$ cat config.mk
export PLATFORM = sky130hd
export DESIGN_NAME = dss_spad_join
export DESIGN_NICKNAME = d
export VERILOG_FILES = /design/src/rtl/dss_spad_select_and_range_scaler_top_macros.svh /design/src/rtl/dss_spad_pkg.sv /design/src/rtl/dss_spad_join.sv
export SDC_FILE = /design/constraint.sdc
export NUM_CORES = 1
export LEC_CHECK = 0
export BUFFER_PORTS_ARGS = -buffer_cell sky130_fd_sc_hd__buf_2
export CELL_PAD_IN_SITES_DETAIL_PLACEMENT = 0
export CELL_PAD_IN_SITES_GLOBAL_PLACEMENT = 1
export CORE_MARGIN = 10
export CORE_UTILIZATION = 30
export CTS_CLUSTER_SIZE = 24
export DETAILED_ROUTE_END_ITERATION = 8
export PLACE_DENSITY = 0.8
export REMOVE_ABC_BUFFERS = 1
export SYNTH_ARGS = -nofsm -noshare
export SYNTH_HDL_FRONTEND = slang
export SYNTH_SLANG_ARGS = --single-unit
$ cat constraint.sdc
create_clock -name i_clk -period 1.2 [get_ports i_clk]
set_input_delay 0 -clock i_clk [delete_from_list [all_inputs] [get_ports i_clk]]
set_output_delay 0 -clock i_clk [all_outputs]
set_load 0.05 [all_outputs]
$ cat src/rtl/dss_spad_select_and_range_scaler_top_macros.svh
// Assertion macros shared by the SPAD select and range scaler RTL.
`ifndef DSS_SPAD_SELECT_AND_RANGE_SCALER_TOP_MACROS_SVH
`define DSS_SPAD_SELECT_AND_RANGE_SCALER_TOP_MACROS_SVH

`ifndef SYNTH

// Same-cycle implication, disabled during reset.
`define DSS_SPAD_ASSERT_IMP(lbl, clk, rst_n, ante, cons) \
    lbl: assert property (@(posedge clk) disable iff (!rst_n) (ante) |-> (cons)) \
        else $error("dss_spad same-cycle check failed");

// Next-cycle implication, disabled during reset.
`define DSS_SPAD_ASSERT_NXT(lbl, clk, rst_n, ante, cons) \
    lbl: assert property (@(posedge clk) disable iff (!rst_n) (ante) |=> (cons)) \
        else $error("dss_spad next-cycle check failed");

`else

`define DSS_SPAD_ASSERT_IMP(lbl, clk, rst_n, ante, cons)
`define DSS_SPAD_ASSERT_NXT(lbl, clk, rst_n, ante, cons)

`endif

`endif

$ cat src/rtl/dss_spad_pkg.sv
// Types and constants shared by the SPAD select and range scaler.
`timescale 1ns / 1ps

package dss_spad_pkg;

    // one ranging result, first field in the highest bits
    typedef struct packed {
        logic [15:0] raw_range;
        logic [15:0] ambient_rate;
        logic [15:0] peak_rate;
        logic [15:0] effective_spads;
    } t_item;

    // per-item flags and scaled distance carried alongside the dividers
    typedef struct packed {
        logic        dflt;
        logic        sat;
        logic [15:0] dist_mm;
    } t_side;

    localparam logic [15:0] SPAD_DEFAULT = 16'h8000;
    localparam logic [15:0] SAT16        = 16'hFFFF;
    localparam logic [15:0] TARGET_RESET = 16'd2560;
    localparam logic [26:0] RANGE_MUL    = 27'd2011;
    localparam logic [26:0] RANGE_RND    = 27'h0000400;

    // register index taken from paddr[2]
    localparam logic        REG_TARGET   = 1'b0;

    localparam int unsigned DIV1_STEPS   = 32;
    localparam int unsigned DIV2_STEPS   = 16;

endpackage

$ cat src/rtl/dss_spad_join.sv
// Stage between the dividers: flag checks and set-up of the second division.
`timescale 1ns / 1ps

module dss_spad_join (
    input  logic                 i_clk,
    input  logic                 i_rst_n,
    input  logic                 i_en,
    input  logic                 i_vld,
    input  logic [31:0]          i_per_spad,
    input  dss_spad_pkg::t_side  i_side,
    input  logic [15:0]          i_target,
    output logic                 o_vld,
    output logic [31:0]          o_rem,
    output logic [15:0]          o_quo,
    output logic [31:0]          o_div,
    output dss_spad_pkg::t_side  o_side
);

    logic                r_vld;
    logic [15:0]         r_target;
    logic [31:0]         r_div;
    dss_spad_pkg::t_side r_side;
    dss_spad_pkg::t_side n_side;

    always_comb begin
        n_side      = i_side;
        n_side.dflt = i_side.dflt || (i_per_spad == 32'd0);
        // quotient reaches 2^16 exactly when the divisor is not above the target
        n_side.sat  = (i_per_spad <= {16'd0, i_target});
    end

    always_ff @(posedge i_clk) begin
        if (!i_rst_n) begin
            r_vld <= 1'b0;
        end else if (i_en) begin
            r_vld <= i_vld;
        end
    end

    always_ff @(posedge i_clk) begin
        if (i_en) begin
            r_target <= i_target;
            r_div    <= i_per_spad;
            r_side   <= n_side;
        end
    end

    // the upper sixteen quotient bits are zero, so start with the target as remainder
    assign o_vld  = r_vld;
    assign o_rem  = {16'd0, r_target};
    assign o_quo  = 16'd0;
    assign o_div  = r_div;
    assign o_side = r_side;

endmodule

==> run_results.csv <==
group,metric,value,unit
outcome,status,"complete, no violations",
synthesis,syn_area,2780,um2
worst_hold_path,hold_path_class,"in -> reg",
setup_path,cp_data_arrival_time,1390,ps
floorplan,die_y,116,um
floorplan,floorplan.rows,35,
setup_path,worstSetupPathType,"reg -> reg",
drt,remaining_drc_errors,0,
global_routing,grt_pass1_wl,12400,um
clocking,clk_path_buf_depth,2,
sta,rsz0062_at_grt,"false",
pwr,p_seq_share,42.9,%
placement,dp.final_hpwl,6260,um
synthesis,seq_area_frac_synth,72.0,%
drt,vias,2216,
drt,via_per_inst,4.20,
global_routing,grt-ovfl-total,0,
floorplan,die_x,116,um
synthesis,synth_largest_area_cell,"edfxtp_1",
pwr,pwr-share-clk,32.2,%
placement,placed_cell_area,3710,um2
drt,routed_wirelength,8400,um
synthesis,ys_types,22,
cells_and_area,fin_area,4610,um2
synthesis,synth.avg_cell_area,16.3,um2
global_routing,grtUsageTotal,12.0,%
synthesis,synthTopCellsByArea,"edfxtp_1, buf_4, ha_1",
sta,finalHoldViolCount,0,
drt,first_iter_violations,62,
synthesis,yosys_warnings,0,
synthesis,async_reset_ff_share,0,%
setup_path,crit_fanout,2,
cells_and_area,syn_to_final_growth,66.1,%
drt,wl_per_cell,15.9,um
clocking,path_clk_slew,80,ps
global_routing,antenna_found_initial,0,
clocking,clk-insertion-delay-late,330,ps
synthesis,synth_edf_count,66,
global_routing,grt_max_degree,50,
setup_path,start_kind,"flop",
pwr,switchingPower,2.14,mW
cells_and_area,fin_nets,498,
clocking,cts_tree,"yes",
clocking,clockRootBuffer,"clkbuf_8",
placement,gp_congestion,0.727,
floorplan,die_area,13500,um2
setup_path,cp-end-kind,"flop",
sta,finalClockSkew,0,ps
synthesis,synthFlopType,"edfxtp_1",
placement,pre_cts_ws,-274,ps
sta,max_freq,864,MHz
synthesis,synth_common_cells,"edfxtp_1, buf_4, ha_1, inv_1, a21oi_1",
sta,setup_violations,0,
pwr,p_int,4.42,mW
clocking,cts_sinks,67,
floorplan,ios,169,
pwr,leakagePower,2.10,nW
sta,finalCritPeriodShare,96.5,%
global_routing,grt_pass1_vias,2522,
setup_path,cp.required,1430,ps
cells_and_area,stdcell_count,528,
cells_and_area,antennaDiodeCount,0,
pwr,switching_share,32.6,%
sta,setup_slack,42.3,ps
synthesis,yosysMostFrequentCell,"edfxtp_1",
run,drv_cap,0,
sta,slew_viol_final,0,
synthesis,synthDominantCellAreaShare,71.3,%
placement,portBuffers,135,
placement,place_inst,445,
drt,first_pass_iters,4,
pwr,total_power,6.56,mW
pwr,ir_drop,0.616,mV
synthesis,synth-seq-cells,67,
sta,min_period,1160,ps
floorplan,core,9110,um2
pwr,pwr-share-comb,24.9,%
floorplan,start_util,30.5,%
clocking,cts_setup_buffers,0,
synthesis,netlist_instances,170,
drt,antenna_left,0,
clocking,cts_inserted_buffers,9,
pwr,powerDensity,1420,nW/um2
cells_and_area,drive_gt1_share,45.6,%
clocking,cts_max_level,3,
## repair_timing
item                                    4_1_cts  5_1_grt
hold buffers                                 67        0
endpoints found under the setup margin        0        1
gates resized for setup                       0        2
endpoints found under the hold margin        66        0
## power by group through the flow
stage	registers (mW)	clock network, mW	logic (mW)
after floorplan	3.52	0	0.320
after global placement	2.86	0	1.46
after detailed placement	2.86	0	1.47
after CTS	2.81	2.19	1.64
after global routing	2.83	2.31	1.72
final	2.81	2.11	1.63
## critical path, stage by stage, from the launching register on
cell and delay (ps):
dfxtp_1 320, mux2i_1 130, nor2b_1 60, dlygate4sd3_1 550
## cell type report
cell class / instances / area [um2]
Clock buffer: 9 / 124
Clock inverter: 7 / 100
Fill cell: 820 / 4490
Inverter: 16 / 60.1
Multi-Input combinational cell: 86 / 606
Sequential cell: 67 / 2000
Tap cell: 111 / 139
Timing Repair Buffer: 232 / 1580
## per-layer routing
metal	track usage, %	wire [um]	up-vias
met2	21.0	4210	119
met5	0	0	-
met4	4.25	68	0
li1	-	-	1058
met3	5.50	855	7
met1	12.3	3270	1032
## worst paths after layout
kind | start | end | slack, ps | cells after the start
min reg2reg | o_vld | o_vld | 1080 | 3
max reg2reg | o_vld | o_vld | 40 | 3
max | o_vld | o_vld | 40 | 3
min | i_en | r_target[1] | 160 | 2
## layout by cell type (no fill, tap or decap), drive strengths merged
cell type and instances:
conb 32, o211ai 1, dlygate4sd3 67, edfxtp 66
nand2 3, nor2 1, a21oi 7, nand4 6
dfxtp 1, o41ai 1, clkbuf 9, o2bb2ai 1
nor4 9, nor2b 2, ha 16, clkinv 4
inv 17, mux2i 1, o21a 1, o21bai 1
o21ai 2, a2111oi 1, nand2b 1, bufinv 2
buf 165
## kinds of logic after synthesis
| family | share of synthesized area (%) |
|---|---|
| and+or+nand+nor | 5.58 |
| AOI/OAI and AO/OA | 3.87 |
| buffers and inverters | 10.8 |
| adders and majority gates | 7.20 |
| DFF | 72.0 |
| other | 0.135 |
| muxes | 0.360 |
## metrics by stage
| stage | TNS [ps] | util (%) | hold WS, ps |
|---|---|---|---|
| after floorplan | -4.89 | - | 98.9 |
| after global placement | -195 | 40.7 | 178 |
| after detailed placement | -274 | 40.7 | 179 |
| after CTS | 0 | 50.5 | 152 |
| after global routing | 0 | 50.7 | 148 |
| final | 0 | 50.7 | 164 |
## registers in the layout (all words and copies together), names as in the netlist
signal    flops
o_side       18
r_target     16
o_div        32
o_vld         1
(Power assumes the default switching activity.)
