--- src/rtl/dss_spad_select_and_range_scaler_top_macros.svh ---
// Assertion macros shared by the SPAD select and range scaler RTL.
`ifndef DSS_SPAD_SELECT_AND_RANGE_SCALER_TOP_MACROS_SVH
`define DSS_SPAD_SELECT_AND_RANGE_SCALER_TOP_MACROS_SVH

`ifndef SYNTH

// Same-cycle implication, disabled during reset.
`define DSS_SPAD_ASSERT_IMP(lbl, clk, rst_n, ante, cons) \
    lbl: assert property (@(posedge clk) disable iff (!rst_n) (ante) |-> (cons)) \
        else $error("dss_spad same-cycle check failed");

// Next-cycle implication, disabled during reset.
`define DSS_SPAD_ASSERT_NXT(lbl, clk, rst_n, ante, cons) \
    lbl: assert property (@(posedge clk) disable iff (!rst_n) (ante) |=> (cons)) \
        else $error("dss_spad next-cycle check failed");

`else

`define DSS_SPAD_ASSERT_IMP(lbl, clk, rst_n, ante, cons)
`define DSS_SPAD_ASSERT_NXT(lbl, clk, rst_n, ante, cons)

`endif

`endif

--- src/rtl/dss_spad_pkg.sv ---
// Types and constants shared by the SPAD select and range scaler.
`timescale 1ns / 1ps

package dss_spad_pkg;

    // one ranging result, first field in the highest bits
    typedef struct packed {
        logic [15:0] raw_range;
        logic [15:0] ambient_rate;
        logic [15:0] peak_rate;
        logic [15:0] effective_spads;
    } t_item;

    // per-item flags and scaled distance carried alongside the dividers
    typedef struct packed {
        logic        dflt;
        logic        sat;
        logic [15:0] dist_mm;
    } t_side;

    localparam logic [15:0] SPAD_DEFAULT = 16'h8000;
    localparam logic [15:0] SAT16        = 16'hFFFF;
    localparam logic [15:0] TARGET_RESET = 16'd2560;
    localparam logic [26:0] RANGE_MUL    = 27'd2011;
    localparam logic [26:0] RANGE_RND    = 27'h0000400;

    // register index taken from paddr[2]
    localparam logic        REG_TARGET   = 1'b0;

    localparam int unsigned DIV1_STEPS   = 32;
    localparam int unsigned DIV2_STEPS   = 16;

endpackage

--- src/rtl/dss_spad_out.sv ---
// Output register: final SPAD select, default flag and distance.
`timescale 1ns / 1ps

module dss_spad_out (
    input  logic                 i_clk,
    input  logic                 i_rst_n,
    input  logic                 i_en,
    input  logic                 i_vld,
    input  logic [15:0]          i_quo,
    input  dss_spad_pkg::t_side  i_side,
    output logic                 o_vld,
    output logic [15:0]          o_select,
    output logic                 o_dflt,
    output logic [15:0]          o_dist
);

    logic        r_vld;
    logic [15:0] r_select;
    logic        r_dflt;
    logic [15:0] r_dist;
    logic [15:0] n_select;

    always_comb begin
        if (i_side.dflt) begin
            n_select = dss_spad_pkg::SPAD_DEFAULT;
        end else if (i_side.sat) begin
            n_select = dss_spad_pkg::SAT16;
        end else begin
            n_select = i_quo;
        end
    end

    always_ff @(posedge i_clk) begin
        if (!i_rst_n) begin
            r_vld <= 1'b0;
        end else if (i_en) begin
            r_vld <= i_vld;
        end
    end

    always_ff @(posedge i_clk) begin
        if (i_en) begin
            r_select <= n_select;
            r_dflt   <= i_side.dflt;
            r_dist   <= i_side.dist_mm;
        end
    end

    assign o_vld    = r_vld;
    assign o_select = r_select;
    assign o_dflt   = r_dflt;
    assign o_dist   = r_dist;

endmodule

--- config.mk ---
export PLATFORM = sky130hd
export DESIGN_NAME = dss_spad_out
export DESIGN_NICKNAME = d
export VERILOG_FILES = /design/src/rtl/dss_spad_select_and_range_scaler_top_macros.svh /design/src/rtl/dss_spad_pkg.sv /design/src/rtl/dss_spad_out.sv
export SDC_FILE = /design/constraint.sdc
export NUM_CORES = 1
export LEC_CHECK = 0
export BUFFER_PORTS_ARGS = -buffer_cell sky130_fd_sc_hd__buf_2
export CAP_MARGIN = 20
export CELL_PAD_IN_SITES_DETAIL_PLACEMENT = 1
export CELL_PAD_IN_SITES_GLOBAL_PLACEMENT = 2
export CORE_AREA = 2 2 96 52
export DETAILED_ROUTE_END_ITERATION = 16
export DIE_AREA = 0 0 98 54
export HOLD_SLACK_MARGIN = 0.15
export PLACE_DENSITY = 0.84
export SYNTH_ARGS = -nofsm -noshare
export SYNTH_HDL_FRONTEND = slang
export SYNTH_SLANG_ARGS = --single-unit
--- constraint.sdc ---
create_clock -name i_clk -period 1.1 [get_ports i_clk]
set_input_delay 0 -clock i_clk [delete_from_list [all_inputs] [get_ports i_clk]]
set_output_delay 0 -clock i_clk [all_outputs]
set_load 0.01 [all_outputs]
==> flow_summary_export.csv, run 1 <==
group,metric,value,unit
detailed_routing,vias,990,
sta,setup_tns,0,ns
cts,root_buffer,"clkbuf_8",
worst_setup_path,r2r_start,"o_vld",
worst_setup_path,worstPathRequired,1.12,ns
detailed_routing,drt_iter0_markers,32,
die,die-height,54,um
yosys,netlist_area,1160,um^2
die,rows,18,
cts,clock_sinks,34,
layout,instances_no_fill,247,
yosys,avgSynthCellArea,16.8,um^2
sta,rsz0062_at_grt,"no",
cts,cts_inserted_buffers,5,
yosys,yosys_warnings,0,
sta,skew,0,ns
flow_run,drv_cap,0,
placed_design,hpwlAfterDp,2.19,mm
sta,finalWorstSetupSlack,0.0306,ns
power,p_leak,0.914,nW
die,die_x,98,um
power,p_per_area,1470,nW/um^2
layout,nets,224,
cts,tritoncts,"done",
layout,final_common_cell,"buf_2",
layout,post_route_cells_drive_above_1_share,44.4,%
worst_setup_path,cp_max_fo,10,
global_route,grt-ovfl-total,0,
cts,cts_max_level,2,
global_route,grt_max_degree,27,
yosys,synth_cells,69,
global_route,grt_pass1_wl,5.16,mm
sta,post-route-period-util,97.2,%
sta,maxClockFrequency,0.935,GHz
detailed_routing,dr.pass1.iters,4,
power,peakVddDrop,0.548,mV
yosys,yosys-top-cells-area,"edfxtp_1 85%, nor2_1 9.7%, dfxtp_1 1.7%",
cts,postCtsSetupRepairBufs,0,
yosys,yosysUniqueCellTypes,8,
worst_setup_path,crit_end,"o_select[15]",
die,core,4570,um^2
die,start_util,25.4,%
worst_setup_path,startpoint,"i_side[17]",
global_route,grt_pass1_vias,1048,
cts,clk_pin_slew,0.07,ns
sta,relSlewSlack,87.9,%
detailed_routing,finalWirelength,3.28,mm
placed_design,gp_congestion,0.773,
sta,slew_viol_final,0,
yosys,ys_ff_latch,34,
sta,finalHoldViolations,0,
placed_design,portBuffers,71,
placed_design,dp_slack,0.288,ns
yosys,synth.top_cell.area_share,85.3,%
worst_setup_path,worstSetupEndpointType,"flop",
worst_setup_path,crit_type,"in -> reg",
cts,insertion_delay,0.27,ns
detailed_routing,ant_nets,0,
die,dieArea,5290,um^2
worst_setup_path,rrSetupSlack,0.48,ns
worst_hold_path,hold_path.class,"in -> reg",
cts,clockBufferDepth,2,
global_route,track_usage,13.2,%
layout,final_cell_mix,"70 x buf_2, 37 x dlygate4sd3_1, 33 x edfxtp_1",
die,num_io_pins,72,
sta,period_needed,1.07,ns
worst_setup_path,cp-start-kind,"input port",
yosys,yosysTopAreaCell,"edfxtp_1",
worst_setup_path,arrival,1.09,ns
worst_setup_path,reg2reg_depth,2,
layout,antennaDiodeCount,0,
worst_setup_path,rr_endpoint,"o_vld",
detailed_routing,vias_per_cell,4.01,
global_route,antenna_found_initial,0,
sta,tightest_slew,0.182,ns
detailed_routing,wire_per_inst,13.3,um
run_status,status,"finished, final reports clean",
layout,area_growth,80.7,%
yosys,syn_nets,107,
placed_design,dp_cells,202,
detailed_routing,remaining_drc_errors,0,
yosys,synth_seq_area_share,87.0,%
sta,setup_viol,0,
-- power by group --
group / internal (mW) / total [mW] / switching [mW]
Sequential: 1.54 / 1.56 / 0.0251
Combinational: 0.230 / 0.422 / 0.193
Clock: 0.666 / 1.10 / 0.438
-- metal layers --
layer  routed length, um  up-vias  GRT usage [%]
li1                    -      474              -
met1                1400      461           15.6
met2                1590       50           22.9
met3                 269        5           5.58
met4                  26        0           3.47
met5                   0        -              0
-- state kept, by name, indices dropped and copies added (netlist names) --
name      flops
o_select     16
o_vld         1
o_dflt        1
o_dist       16
-- cells by family after synthesis --
logic type,synth area share [%]
and+or+nand+nor,10.8
DFF,87.0
buffers and inverters,1.40
muxes,0.861
-- critical path: stages --
cell	delay, ns
dlygate4sd3_1	0.55
buf_2	0.19
or3_1	0.35
-- synthesized netlist by cell type --
library cell,n
mux2i_1,1
buf_6,1
edfxtp_1,33
nor2b_1,1
dfxtp_1,1
or3_1,1
nor2_1,30
buf_2,1
-- final cells by class --
type,instances,area [um^2]
clock buffers,5,68.8
multi-input cells,33,135
well taps,60,75.1
clock inverters,3,40.0
fillers,478,2470
repair buffers,112,771
flip-flops and latches,34,1010
-- how the worst min path moves through the flow --
stage / endpoint / slack [ns] / depth (start not counted) / start
after floorplan: o_dflt / 0.1 / 0 / i_side[17]
after global routing: o_dist[4] / 0.43 / 2 / i_side[4]
final: o_dist[0] / 0.43 / 2 / i_side[0]
after detailed placement: o_dist[15] / 0.18 / 1 / i_side[15]
after CTS: o_dist[10] / 0.42 / 2 / i_side[10]
after global placement: o_dist[14] / 0.18 / 1 / i_side[14]
-- per-stage QoR --
| stage | hold slack, ns | area [um^2] | util, % | power [mW] |
|---|---|---|---|---|
| finish | 0.428 | 2100 | 45.9 | 3.09 |
| global route | 0.428 | 2100 | 45.9 | 3.23 |
| CTS | 0.417 | 2100 | 45.9 | 3.13 |
| detailed placement | 0.179 | 1620 | 35.4 | 1.91 |
| global placement | 0.177 | 1620 | 35.4 | 1.90 |
| floorplan | 0.0989 | 1160 | - | 1.69 |
-- what timing repair did --
action,in CTS,in global routing
endpoints found under the hold margin,41,0
endpoints found under the setup margin,0,2
gates resized for setup,0,2
hold buffers,37,0
(Power assumes the default switching activity.)
==> inputs of run 2 (changes only) <==
==> constraint.sdc (replaced) <==
create_clock -name i_clk -period 1.1 [get_ports i_clk]
set_input_delay 0.11 -clock i_clk [delete_from_list [all_inputs] [get_ports i_clk]]
set_output_delay 0.11 -clock i_clk [all_outputs]
set_load 0.01 [all_outputs]
==> run 2 against run 1 <==
Clock power about the same. Count of clock-buffer cells in the layout unchanged. Wire length decreased by 2.2%. Largest power group unchanged. Largest cell class unchanged. Global-route usage decreased by 0.11 points.
==> flow_summary_export.csv, run 2 (synthesized netlist as in run 1, its figures left out) <==
group,metric,value,unit
global_route,grt-ovfl-total,0,
global_route,track_usage,13.1,%
layout,nets,219,
worst_setup_path,slowest_stage,"dlygate4sd3_1",
layout,post_route_cells_drive_above_1_share,45.6,%
layout,seq_area,1010,um^2
sta,slew_viol_final,0,
cts,tritoncts,"done",
worst_setup_path,crit_type,"in -> reg",
detailed_routing,ant_nets,0,
die,num_io_pins,72,
detailed_routing,finalWirelength,3.21,mm
sta,period_needed,1.03,ns
worst_hold_path,hold_path.class,"in -> reg",
sta,relSlewSlack,87.7,%
sta,setup_viol,0,
layout,antennaDiodeCount,0,
worst_setup_path,cp-start-kind,"input port",
die,start_util,25.4,%
layout,multi_input_area,135,um^2
cts,clk_pin_slew,0.07,ns
power,p_per_area,1500,nW/um^2
layout,final_cell_mix,"71 x buf_2, 33 x edfxtp_1, 32 x dlygate4sd3_1",
detailed_routing,wire_per_inst,13.3,um
worst_setup_path,arrival,1.06,ns
layout,fillers,483,
sta,rsz0062_at_grt,"no",
layout,final_util,44.8,%
die,die-height,54,um
detailed_routing,vias_per_cell,4.02,
sta,tightest_slew,0.184,ns
die,dieArea,5290,um^2
cts,clockBufferDepth,2,
sta,maxClockFrequency,0.969,GHz
global_route,antenna_found_initial,0,
cts,insertion_delay,0.27,ns
placed_design,dp_slack,0.178,ns
layout,final_common_cell,"buf_2",
sta,post-route-period-util,93.9,%
detailed_routing,dr.pass1.iters,4,
cts,cts_max_level,2,
layout,area_growth,76.2,%
cts,cts_inserted_buffers,5,
global_route,grt_pass1_wl,5.10,mm
die,rows,18,
detailed_routing,remaining_drc_errors,0,
sta,finalWorstSetupSlack,0.0676,ns
worst_setup_path,slowest_delay,0.53,ns
run_status,status,"finished, final reports clean",
die,core,4570,um^2
global_route,grt_max_degree,27,
cts,root_buffer,"clkbuf_8",
sta,setup_tns,0,ns
worst_setup_path,cp_max_fo,1,
placed_design,hpwlAfterDp,2.19,mm
sta,finalHoldViolations,0,
placed_design,portBuffers,71,
die,die_x,98,um
sta,skew,0,ns
flow_run,drv_cap,0,
detailed_routing,drt_iter0_markers,32,
cts,clock_sinks,34,
worst_setup_path,worstPathRequired,1.12,ns
power,p_leak,0.892,nW
placed_design,gp_congestion,0.773,
worst_setup_path,worstSetupEndpointType,"flop",
global_route,grt_pass1_vias,1035,
detailed_routing,vias,972,
power,peakVddDrop,0.486,mV
worst_setup_path,crit_chain,"dlygate4sd3_1 -> buf_2 -> or3_1",
run 2: what timing repair did:
item	4_1_cts	5_1_grt
hold endpoints to repair	31	0
setup buffers	0	0
hold buffers	32	0
gates resized for setup	0	0
run 2: metrics by stage:
| stage | cell area [um^2] | instances | hold slack, ns | power (mW) |
|---|---|---|---|---|
| 2_1_floorplan | 1160 | 69 | 0.209 | 1.69 |
| 3_3_place_gp | 1620 | 202 | 0.287 | 1.90 |
| 3_5_place_dp | 1620 | 202 | 0.289 | 1.91 |
| 4_1_cts | 2050 | 242 | 0.166 | 3.12 |
| 5_1_grt | 2050 | 242 | 0.192 | 3.22 |
| 6_report | 2050 | 242 | 0.176 | 3.07 |
run 2: critical path: cells and delay by family:
family	cells	cell delay (ns)
buffers and inverters	2	0.65
and+or+nand+nor	1	0.30
run 2: final timing paths:
path / start / endpoint / slack (ns) / cells after the start
setup / recovery: i_quo[15] / o_select[15] / 0.07 / 3
setup reg to reg: o_vld / o_vld / 0.48 / 2
hold / removal: i_quo[10] / o_select[10] / 0.18 / 3
hold reg to reg: o_vld / o_vld / 0.56 / 2
run 2: area by class of cell:
type / count / share of cell area, %
sequential: 34 / 49.4
clock buffer: 5 / 3.36
timing repair buffer: 107 / 35.1
tap: 60 / 3.67
multi-input combinational: 33 / 6.60
clock inverter: 3 / 1.95
run 2: layer usage:
metal / wire length [um] / track usage, %
met1: 1360 / 15.4
met2: 1550 / 22.7
met3: 274 / 5.71
met4: 26 / 3.47
met5: 0 / 0
run 2: power breakdown:
part           internal (mW)  switching [mW]
sequential              1.54          0.0253
combinational          0.217           0.190
clock                  0.666           0.439
