<file path="src/rtl/dss_spad_select_and_range_scaler_top_macros.svh">
// Assertion macros shared by the SPAD select and range scaler RTL.
`ifndef DSS_SPAD_SELECT_AND_RANGE_SCALER_TOP_MACROS_SVH
`define DSS_SPAD_SELECT_AND_RANGE_SCALER_TOP_MACROS_SVH

`ifndef SYNTH

// Same-cycle implication, disabled during reset.
`define DSS_SPAD_ASSERT_IMP(lbl, clk, rst_n, ante, cons) \
    lbl: assert property (@(posedge clk) disable iff (!rst_n) (ante) |-> (cons)) \
        else $error("dss_spad same-cycle check failed");

// Next-cycle implication, disabled during reset.
`define DSS_SPAD_ASSERT_NXT(lbl, clk, rst_n, ante, cons) \
    lbl: assert property (@(posedge clk) disable iff (!rst_n) (ante) |=> (cons)) \
        else $error("dss_spad next-cycle check failed");

`else

`define DSS_SPAD_ASSERT_IMP(lbl, clk, rst_n, ante, cons)
`define DSS_SPAD_ASSERT_NXT(lbl, clk, rst_n, ante, cons)

`endif

`endif

</file>
<file path="src/rtl/dss_spad_pkg.sv">
// Types and constants shared by the SPAD select and range scaler.
`timescale 1ns / 1ps

package dss_spad_pkg;

    // one ranging result, first field in the highest bits
    typedef struct packed {
        logic [15:0] raw_range;
        logic [15:0] ambient_rate;
        logic [15:0] peak_rate;
        logic [15:0] effective_spads;
    } t_item;

    // per-item flags and scaled distance carried alongside the dividers
    typedef struct packed {
        logic        dflt;
        logic        sat;
        logic [15:0] dist_mm;
    } t_side;

    localparam logic [15:0] SPAD_DEFAULT = 16'h8000;
    localparam logic [15:0] SAT16        = 16'hFFFF;
    localparam logic [15:0] TARGET_RESET = 16'd2560;
    localparam logic [26:0] RANGE_MUL    = 27'd2011;
    localparam logic [26:0] RANGE_RND    = 27'h0000400;

    // register index taken from paddr[2]
    localparam logic        REG_TARGET   = 1'b0;

    localparam int unsigned DIV1_STEPS   = 32;
    localparam int unsigned DIV2_STEPS   = 16;

endpackage

</file>
<file path="src/rtl/dss_spad_front.sv">
// Entry stage: saturated rate sum and rounded range scaling.
`timescale 1ns / 1ps

module dss_spad_front (
    input  logic                 i_clk,
    input  logic                 i_rst_n,
    input  logic                 i_en,
    input  logic                 i_vld,
    input  dss_spad_pkg::t_item  i_item,
    output logic                 o_vld,
    output logic [15:0]          o_rate,
    output logic [15:0]          o_spads,
    output dss_spad_pkg::t_side  o_side
);

    logic [16:0]         w_sum;
    logic [26:0]         w_prod;
    logic [26:0]         w_scaled;
    logic                r_vld;
    logic [15:0]         r_rate;
    logic [15:0]         r_spads;
    dss_spad_pkg::t_side r_side;
    logic [15:0]         n_rate;
    dss_spad_pkg::t_side n_side;

    always_comb begin
        w_sum    = {1'b0, i_item.peak_rate} + {1'b0, i_item.ambient_rate};
        n_rate   = w_sum[16] ? dss_spad_pkg::SAT16 : w_sum[15:0];
        w_prod   = 27'(i_item.raw_range) * dss_spad_pkg::RANGE_MUL;
        w_scaled = w_prod + dss_spad_pkg::RANGE_RND;
        // drop the eleven fraction bits
        n_side.dist_mm = w_scaled[26:11];
        n_side.dflt    = (i_item.effective_spads == 16'd0);
        n_side.sat     = 1'b0;
    end

    always_ff @(posedge i_clk) begin
        if (!i_rst_n) begin
            r_vld <= 1'b0;
        end else if (i_en) begin
            r_vld <= i_vld;
        end
    end

    always_ff @(posedge i_clk) begin
        if (i_en) begin
            r_rate  <= n_rate;
            r_spads <= i_item.effective_spads;
            r_side  <= n_side;
        end
    end

    assign o_vld   = r_vld;
    assign o_rate  = r_rate;
    assign o_spads = r_spads;
    assign o_side  = r_side;

endmodule

</file>
<file path="config.mk">
export PLATFORM = sky130hd
export DESIGN_NAME = dss_spad_front
export DESIGN_NICKNAME = d
export VERILOG_FILES = /design/src/rtl/dss_spad_select_and_range_scaler_top_macros.svh /design/src/rtl/dss_spad_pkg.sv /design/src/rtl/dss_spad_front.sv
export SDC_FILE = /design/constraint.sdc
export NUM_CORES = 1
export LEC_CHECK = 0
export ABC_AREA = 1
export BUFFER_PORTS_ARGS = -buffer_cell sky130_fd_sc_hd__buf_2
export CAP_MARGIN = 25
export CORE_MARGIN = 5
export CORE_UTILIZATION = 50
export CTS_BUF_LIST = sky130_fd_sc_hd__clkbuf_8
export CTS_CLUSTER_DIAMETER = 50
export CTS_CLUSTER_SIZE = 24
export DETAILED_ROUTE_END_ITERATION = 16
export PLACE_DENSITY = 0.77
export SLEW_MARGIN = 10
export SYNTH_ARGS = -nofsm -noshare
export SYNTH_HDL_FRONTEND = slang
export SYNTH_SLANG_ARGS = --single-unit
</file>
<file path="constraint.sdc">
create_clock -name i_clk -period 10.7 [get_ports i_clk]
set_input_delay 0.535 -clock i_clk [delete_from_list [all_inputs] [get_ports i_clk]]
set_output_delay 0.535 -clock i_clk [all_outputs]
set_load 0.03 [all_outputs]
</file>
==> run summary, run 1 <==
Setup Buffers After CTS - 0
Clock latency on the worst-skew pair - 0.29 ns
Int Pwr - 1.12 mW
Synth cell types - 31
Post-DP Area - 7610 um^2
Hold path start - i_item[1]
Power density cells - 328 nW/um^2
Peak Freq - 0.206 GHz
Leakage - 4.16 nW
Clock-pin slew on the worst setup and hold paths - 0.09 ns
Placer Congestion - 0.898
P_sw - 1.41 mW
Initial drt markers - 182
Seq cells post-synth - 50
GR Layer Usage met2 - 36.7%
Final Skew - 0 ns
Logic gate share of total power - 80.8%
Gr ovfl total - 0
Final Critical Period - 4.86 ns
Via/cell ratio - 4.96
Hold path cells - 1
CTS tree - done
Pre-antenna DRT Iters - 5
# DRC - 0
Hold Buf Count CTS - 0
Synthesized instance count - 769
Max Slew Vio Count - 0
Port bufs - 117
Core Util, Final - 58.1%
Synth Cell Area - 6800 um^2
CTS HTree Levels - 2
Sequential-to-total area share from yosys stat - 21.9%
Post-Place Setup Slack - 5.57 ns
Nature of the critical path endpoint - flop
Design area - 7720 um^2
Initial core utilization - 51.2%
Status - completed
Post-cts sizing count - 0
Height of the chip - 127 um
Hold EP - o_spads[1]
Routed length per placed instance - 13.9 um
Sequential Power Share - 14.0%
Die Wd - 127 um
Initial antenna violation count - 0
Setup ws final - 5.84 ns
Met3 Use GR - 2.52%
Fin crit share - 45.4%
Maximum fanout along the worst path - 6
Nets@finish - 1,139
TritonCTS Sinks - 50
Synth Area per Inst - 8.84 um^2
Buffers from clock root to sink, at most - 2
CP Launch Point - i_item[56]
GRT Total Usage - 19.5%
Row count - 42
Ports - 119
CTS root buffer - clkbuf_8
Final Setup Violations - 0
Critical path arrival - 4.92 ns
Crit start category - input pin
Final hold violations - 0
R2r setup slk - 10.06 ns
FF-to-FF End - o_vld
Sw Share - 55.8%
Min-Delay Path Class - in -> reg
Global-route wire length before repair - 25.7 mm
Hpwl dp - 13.2 mm
VDD IR max - 0.205 mV
RR Startpoint - o_vld
Clock power share - 5.2%
Largest net degree at the start of global routing - 38
Synth warnings - 0
CTS buffer count - 5
Critical Setup Path Class - in -> reg
Area Overhead vs Synth - 13.5%
GR peak layer - met2
Die footprint - 16,000 um^2
Max_cap viols - 0
Routing usage on met1 - 23.6%
Core Region - 13,300 um^2
Setup TNS Final - 0 ns
RSZ-0062 raised after global routing - false
WL final - 14.8 mm
# diodes - 0
R2R depth - 2
Layout cells sized above 1 - 15.6%
Vias in the first global route - 5,660
Routed vias - 5,299
Critical path required time - 10.76 ns
Commonest non-fill, non-tap cell in the layout - inv_1
Most used cells in the layout excluding fill and tap cells - inv_1, nand2_1, buf_2
Post-Syn Nets - 1,016
DRT antenna net count - 0
## critical path, stage by stage
cell and delay [ns]:
buf_2 0.11, inv_1 0.17, fa_1 0.47, fa_1 0.53, fa_1 0.55, inv_1 0.06
fa_1 0.55, inv_1 0.06, fa_1 0.53, inv_1 0.04, ha_1 0.38, a21oi_1 0.32
o21ai_0 0.15, a21oi_1 0.25, nand3_1 0.11, nand2_1 0.07, nand2_1 0.04
## per-stage QoR
step,hold slack (ns),std cells,total power [mW]
after CTS,0.414,1069,2.54
after global routing,0.406,1069,2.86
after detailed placement,0.536,1061,2.39
after floorplan,0.628,769,1.87
final,0.426,1069,2.53
after global placement,0.521,1060,2.35
## cells by family (layout without fill, tap and decap cells)
logic type / after synthesis / in the layout / share of synthesized area (%)
compound gates: 66 / 66 / 5.48
xor+xnor: 15 / 15 / 1.93
fa+ha+maj: 179 / 179 / 43.1
buf+inv: 207 / 331 / 11.6
flops: 50 / 50 / 21.9
other cells: 1 / 1 / 0.0551
simple gates: 251 / 251 / 15.9
## worst max path at each step
stage	endpoint	slack [ns]
after floorplan	o_side[11]	6.08
after global placement	o_side[9]	5.58
after detailed placement	o_side[11]	5.57
after CTS	o_side[11]	5.87
after global routing	o_side[9]	5.56
final	o_side[11]	5.84
## cells in the mapped netlist
master      n  area [um^2]
a21oi_1    34          170
nand3_2     2         20.0
nand2b_1    1         6.26
ha_1       87         1090
inv_1     205          769
and2_1      1         6.26
fa_1       92         1840
a21o_2      1         8.76
xnor2_1     2         17.5
nor4_1      5         31.3
nor2_1     39          146
a21oi_2     2         17.5
nor3_1      1         5.00
buf_6       1         11.3
xor2_1     13          114
nand3b_1    4         30.0
nand4_1    11         68.8
o21ai_0    17         85.1
a31oi_1     1         6.26
dfxtp_1     1         20.0
buf_4       1         7.51
a21o_1      3         22.5
o21bai_1    4         30.0
conb_1      1         3.75
nor2_4      2         22.5
o21ai_2     2         17.5
edfxtp_1   49         1470
nand2_1   147          552
nand2_2     4         25.0
o21a_1      2         15.0
nand3_1    34          170
## power groups by stage
stage	clock network, mW	logic, mW	registers, mW
global placement	0	1.99	0.359
floorplan	0	1.42	0.454
global route	0.146	2.35	0.359
finish	0.132	2.05	0.355
detailed placement	0	2.03	0.359
CTS	0.136	2.04	0.356
## flip-flops by register name (all words and copies together) (netlist names)
signal / cells
o_side: 17
o_spads: 16
o_vld: 1
o_rate: 16
## cell type report
| cell class | count | area, um^2 |
|---|---|---|
| Clock buffer | 5 | 68.8 |
| Multi-Input combinational cell | 512 | 4520 |
| Tap cell | 176 | 220 |
| Inverter | 205 | 769 |
| Fill cell | 1214 | 5570 |
| Sequential cell | 50 | 1490 |
| Timing Repair Buffer | 118 | 606 |
| Clock inverter | 3 | 43.8 |
## metal layers
layer  vias up  share of wire [%]
met5         -                  0
met4         0                1.8
met3        24                4.4
met2       125                 53
met1      2515                 40
li1       2635                  -
(Power assumes the default switching activity.)
==> inputs of run 2 (changes only) <==
ABC_AREA = 0   (was 1)
PLACE_DENSITY = 0.81   (was 0.77)
clock period = 4.4 ns   (was 10.7 ns; I/O delays follow)
==> run summary, run 2 <==
Status - finished with violations (was completed)
Violated checks - negative setup slack
Final hold violations - 0 (unchanged)
Critical path's top delay family - adder cells (unchanged)
Final Skew - 0 ns (unchanged)
Mux share of post-synthesis cell area - 0.156% (was 0%)
Rel. slew slack - 58.2%
Hold slack - 0.115 ns (was 0.426 ns)
Slew @ Worst Pin - 0.627 ns
Area share of the largest cell type after synthesis - 28.6% (was 27.1%)
Post-DP Area - 7840 um^2 (was 7610 um^2)
Ports - 119 (unchanged)
Post-synthesis xor/xnor area fraction - 3.27% (was 1.93%)
Crit start category - input pin (unchanged)
Critical Path Most Common Cell - fa_1 (unchanged)
Area Overhead vs Synth - 28.5% (was 13.5%)
Synth Area per Inst - 10.7 um^2 (was 8.84 um^2)
WL final - 15.8 mm (was 14.8 mm)
FFs w/ async S/R, synth - 0% (unchanged)
Yosys top cell by area - fa_1 (unchanged)
Final Setup Violations - 2 (was 0)
Largest net degree at the start of global routing - 51 (was 38)
Gr ovfl total - 0 (unchanged)
Global-route wire length before repair - 24.7 mm (was 25.7 mm)
Final Critical Period - 4.41 ns
Nature of the critical path endpoint - flop (unchanged)
Sequential-to-total area share from yosys stat - 23.2% (was 21.9%)
Hpwl dp - 13.0 mm (was 13.2 mm)
Post-Synth Adder-Cell Area - 45.5% (was 43.1%)
Area of the multi-input gates - 4620 um^2 (was 4520 um^2)
Seq cells post-synth - 50 (unchanged)
Max_cap viols - 0 (unchanged)
Peak Freq - 0.227 GHz
RSZ-0062 raised after global routing - true (was false)
DRT antenna net count - 0 (unchanged)
Critical path arrival - 4.46 ns (was 4.92 ns)
# diodes - 0 (unchanged)
Top cells by count, synth - inv_1, fa_1, ha_1 (was inv_1, nand2_1, fa_1)
Design area - 8270 um^2 (was 7720 um^2)
Setup ws final - -0.0142 ns (was 5.84 ns)
CTS root buffer - clkbuf_8 (unchanged)
Vias in the first global route - 5,540 (was 5,660)
Initial drt markers - 374 (was 182)
Simple-gate portion of the synthesized area - 6.48% (was 15.9%)
Maximum fanout along the worst path - 4 (was 6)
Filler Cells Inserted - 962 (was 1,214)
Port bufs - 117 (unchanged)
Height of the chip - 123 um (was 127 um)
CTS buffer count - 5 (unchanged)
Placer Congestion - 0.933 (was 0.898)
Die Wd - 123 um (was 127 um)
Core Region - 12,600 um^2 (was 13,300 um^2)
Most used cells in the layout excluding fill and tap cells - inv_1, buf_2, fa_1 (was inv_1, nand2_1, buf_2)
Main area contributors after synthesis - fa_1, edfxtp_1, ha_1 (unchanged)
Worst path max stage delay - 0.59 ns (was 0.55 ns)
Max reg flops - 17 (unchanged)
Critical Setup Path Class - in -> reg (unchanged)
Post-Syn Nets - 848 (was 1,016)
Primary FF master, synth - edfxtp_1 (unchanged)
Synth Cell Area - 6430 um^2 (was 6800 um^2)
Layout cells sized above 1 - 34.3% (was 15.6%)
Count of flip-flops with a built-in enable after synthesis - 49 (unchanged)
Worst path cell trace - buf_8, fa_1, fa_1, fa_1, fa_1, inv_1, fa_1, inv_2, ha_4, a21o_4, a2111oi_4, a32oi_2, a21oi_2, o31ai_2, xor2_1 (was buf_2, inv_1, fa_1, fa_1, fa_1, inv_1, fa_1, inv_1, fa_1, inv_1, ha_1, a21oi_1, o21ai_0, a21oi_1, nand3_1, nand2_1, nand2_1)
Nets@finish - 1,044 (was 1,139)
Storage cell area - 1490 um^2 (unchanged)
Cell with the most instances after synthesis - inv_1 (unchanged)
Hold Buf Count CTS - 0 (unchanged)
Buf/Inv on CP - 3 (was 5)
Core Util, Final - 65.5% (was 58.1%)
Initial antenna violation count - 0 (unchanged)
GRT Total Usage - 20.2% (was 19.5%)
CTS HTree Levels - 2 (unchanged)
Setup TNS Final - -0.0264 ns (was 0 ns)
Routed vias - 5,058 (was 5,299)
Max Slew Vio Count - 0 (unchanged)
# DRC - 0 (unchanged)
Main combinational cell family by area after synthesis - adder cells (unchanged)
Commonest non-fill, non-tap cell in the layout - inv_1 (unchanged)
Buffers from clock root to sink, at most - 2 (unchanged)
Via/cell ratio - 5.21 (was 4.96)
Synth cell types - 57 (was 31)
Synth warnings - 0 (unchanged)
Fin crit share - 100%
CTS tree - done (unchanged)
Pre-antenna DRT Iters - 5 (unchanged)
Clock-pin slew on the worst setup and hold paths - 0.09 ns (about the same)
Routed length per placed instance - 16.3 um (was 13.9 um)
Min-Delay Path Class - in -> reg (unchanged)
Slowest cell on crit path - fa_1 (unchanged)
Clock latency on the worst-skew pair - 0.30 ns (was 0.29 ns)
Initial core utilization - 51.0% (was 51.2%)
Row count - 41 (was 42)
Critical path required time - 4.45 ns (was 10.76 ns)
Compound-gate portion of the synthesized area - 11.9% (was 5.48%)
TritonCTS Sinks - 50 (unchanged)
Die footprint - 15,200 um^2 (was 16,000 um^2)
Synthesized instance count - 601 (was 769)
==> run 2: cell types whose count changed after synthesis, moves of 6 or more <==
cell and change:
a21o_1 +11, nor2_1 -28, inv_1 -55, nand3_1 -28
xnor2_1 +10, a21oi_1 -11, nor2b_1 +7, and3_1 +7
clkbuf_1 +7, nand4_1 -6, nand2_1 -123
==> run 2: repair_timing <==
action,4_1_cts,5_1_grt
pin swaps,6,25
endpoints found under the setup margin,9,11
gates resized for setup,17,52
setup buffers,2,3
hold endpoints to repair,0,0
==> run 2: kinds of logic (layout without fill, tap and decap cells) <==
group	count (synthesis)	after routing
flops	50	50
mux	1	1
simple gates	80	80
compound gates	106	106
xor+xnor	24	24
fa+ha+maj	179	179
other cells	1	1
buf+inv	160	357
==> run 2: stage by stage <==
step	cells	worst slack [ns]
floorplan	601	-0.116
global placement	956	-0.417
detailed placement	956	-0.532
CTS	966	0.0158
global route	970	-0.154
finish	970	-0.0142
==> run 2: layout make-up <==
cell class,instances,share of cell area (%)
clock buffer,5,0.832
timing repair buffer,199,15.2
sequential,50,18.0
tap,172,2.60
inverter,150,7.17
clock inverter,3,0.242
multi-input combinational,391,55.9
==> run 2: worst register-to-register path, delay by kind of cell (launching register included) <==
family | cells | cell delay [ns]
DFF | 1 | 0.32
muxes | 1 | 0.13
and+or+nand+nor | 1 | 0.06
==> run 2: worst paths after layout <==
| kind | startpoint | endpoint | slack, ns | cells past startpoint |
|---|---|---|---|---|
| worst min-delay path | i_item[9] | o_spads[9] | 0.12 | 1 |
| worst min register to register | o_vld | o_vld | 0.54 | 2 |
| worst max register to register | o_vld | o_vld | 3.80 | 2 |
| worst max-delay path | i_item[51] | o_side[13] | -0.01 | 15 |
==> run 2: layer usage <==
metal / global-route usage, % / up-vias / part of all wire (%)
met4: 4.01 / 0 / 1.7
met2: 38.0 / 157 / 55
li1: - / 2382 / -
met3: 2.10 / 24 / 5.2
met5: 0 / - / 0
met1: 25.1 / 2495 / 38
Power of run 2 is left out: the tool's default activity adds up to more than one toggle a clock period on the data nets, which glitch-free logic cannot reach.
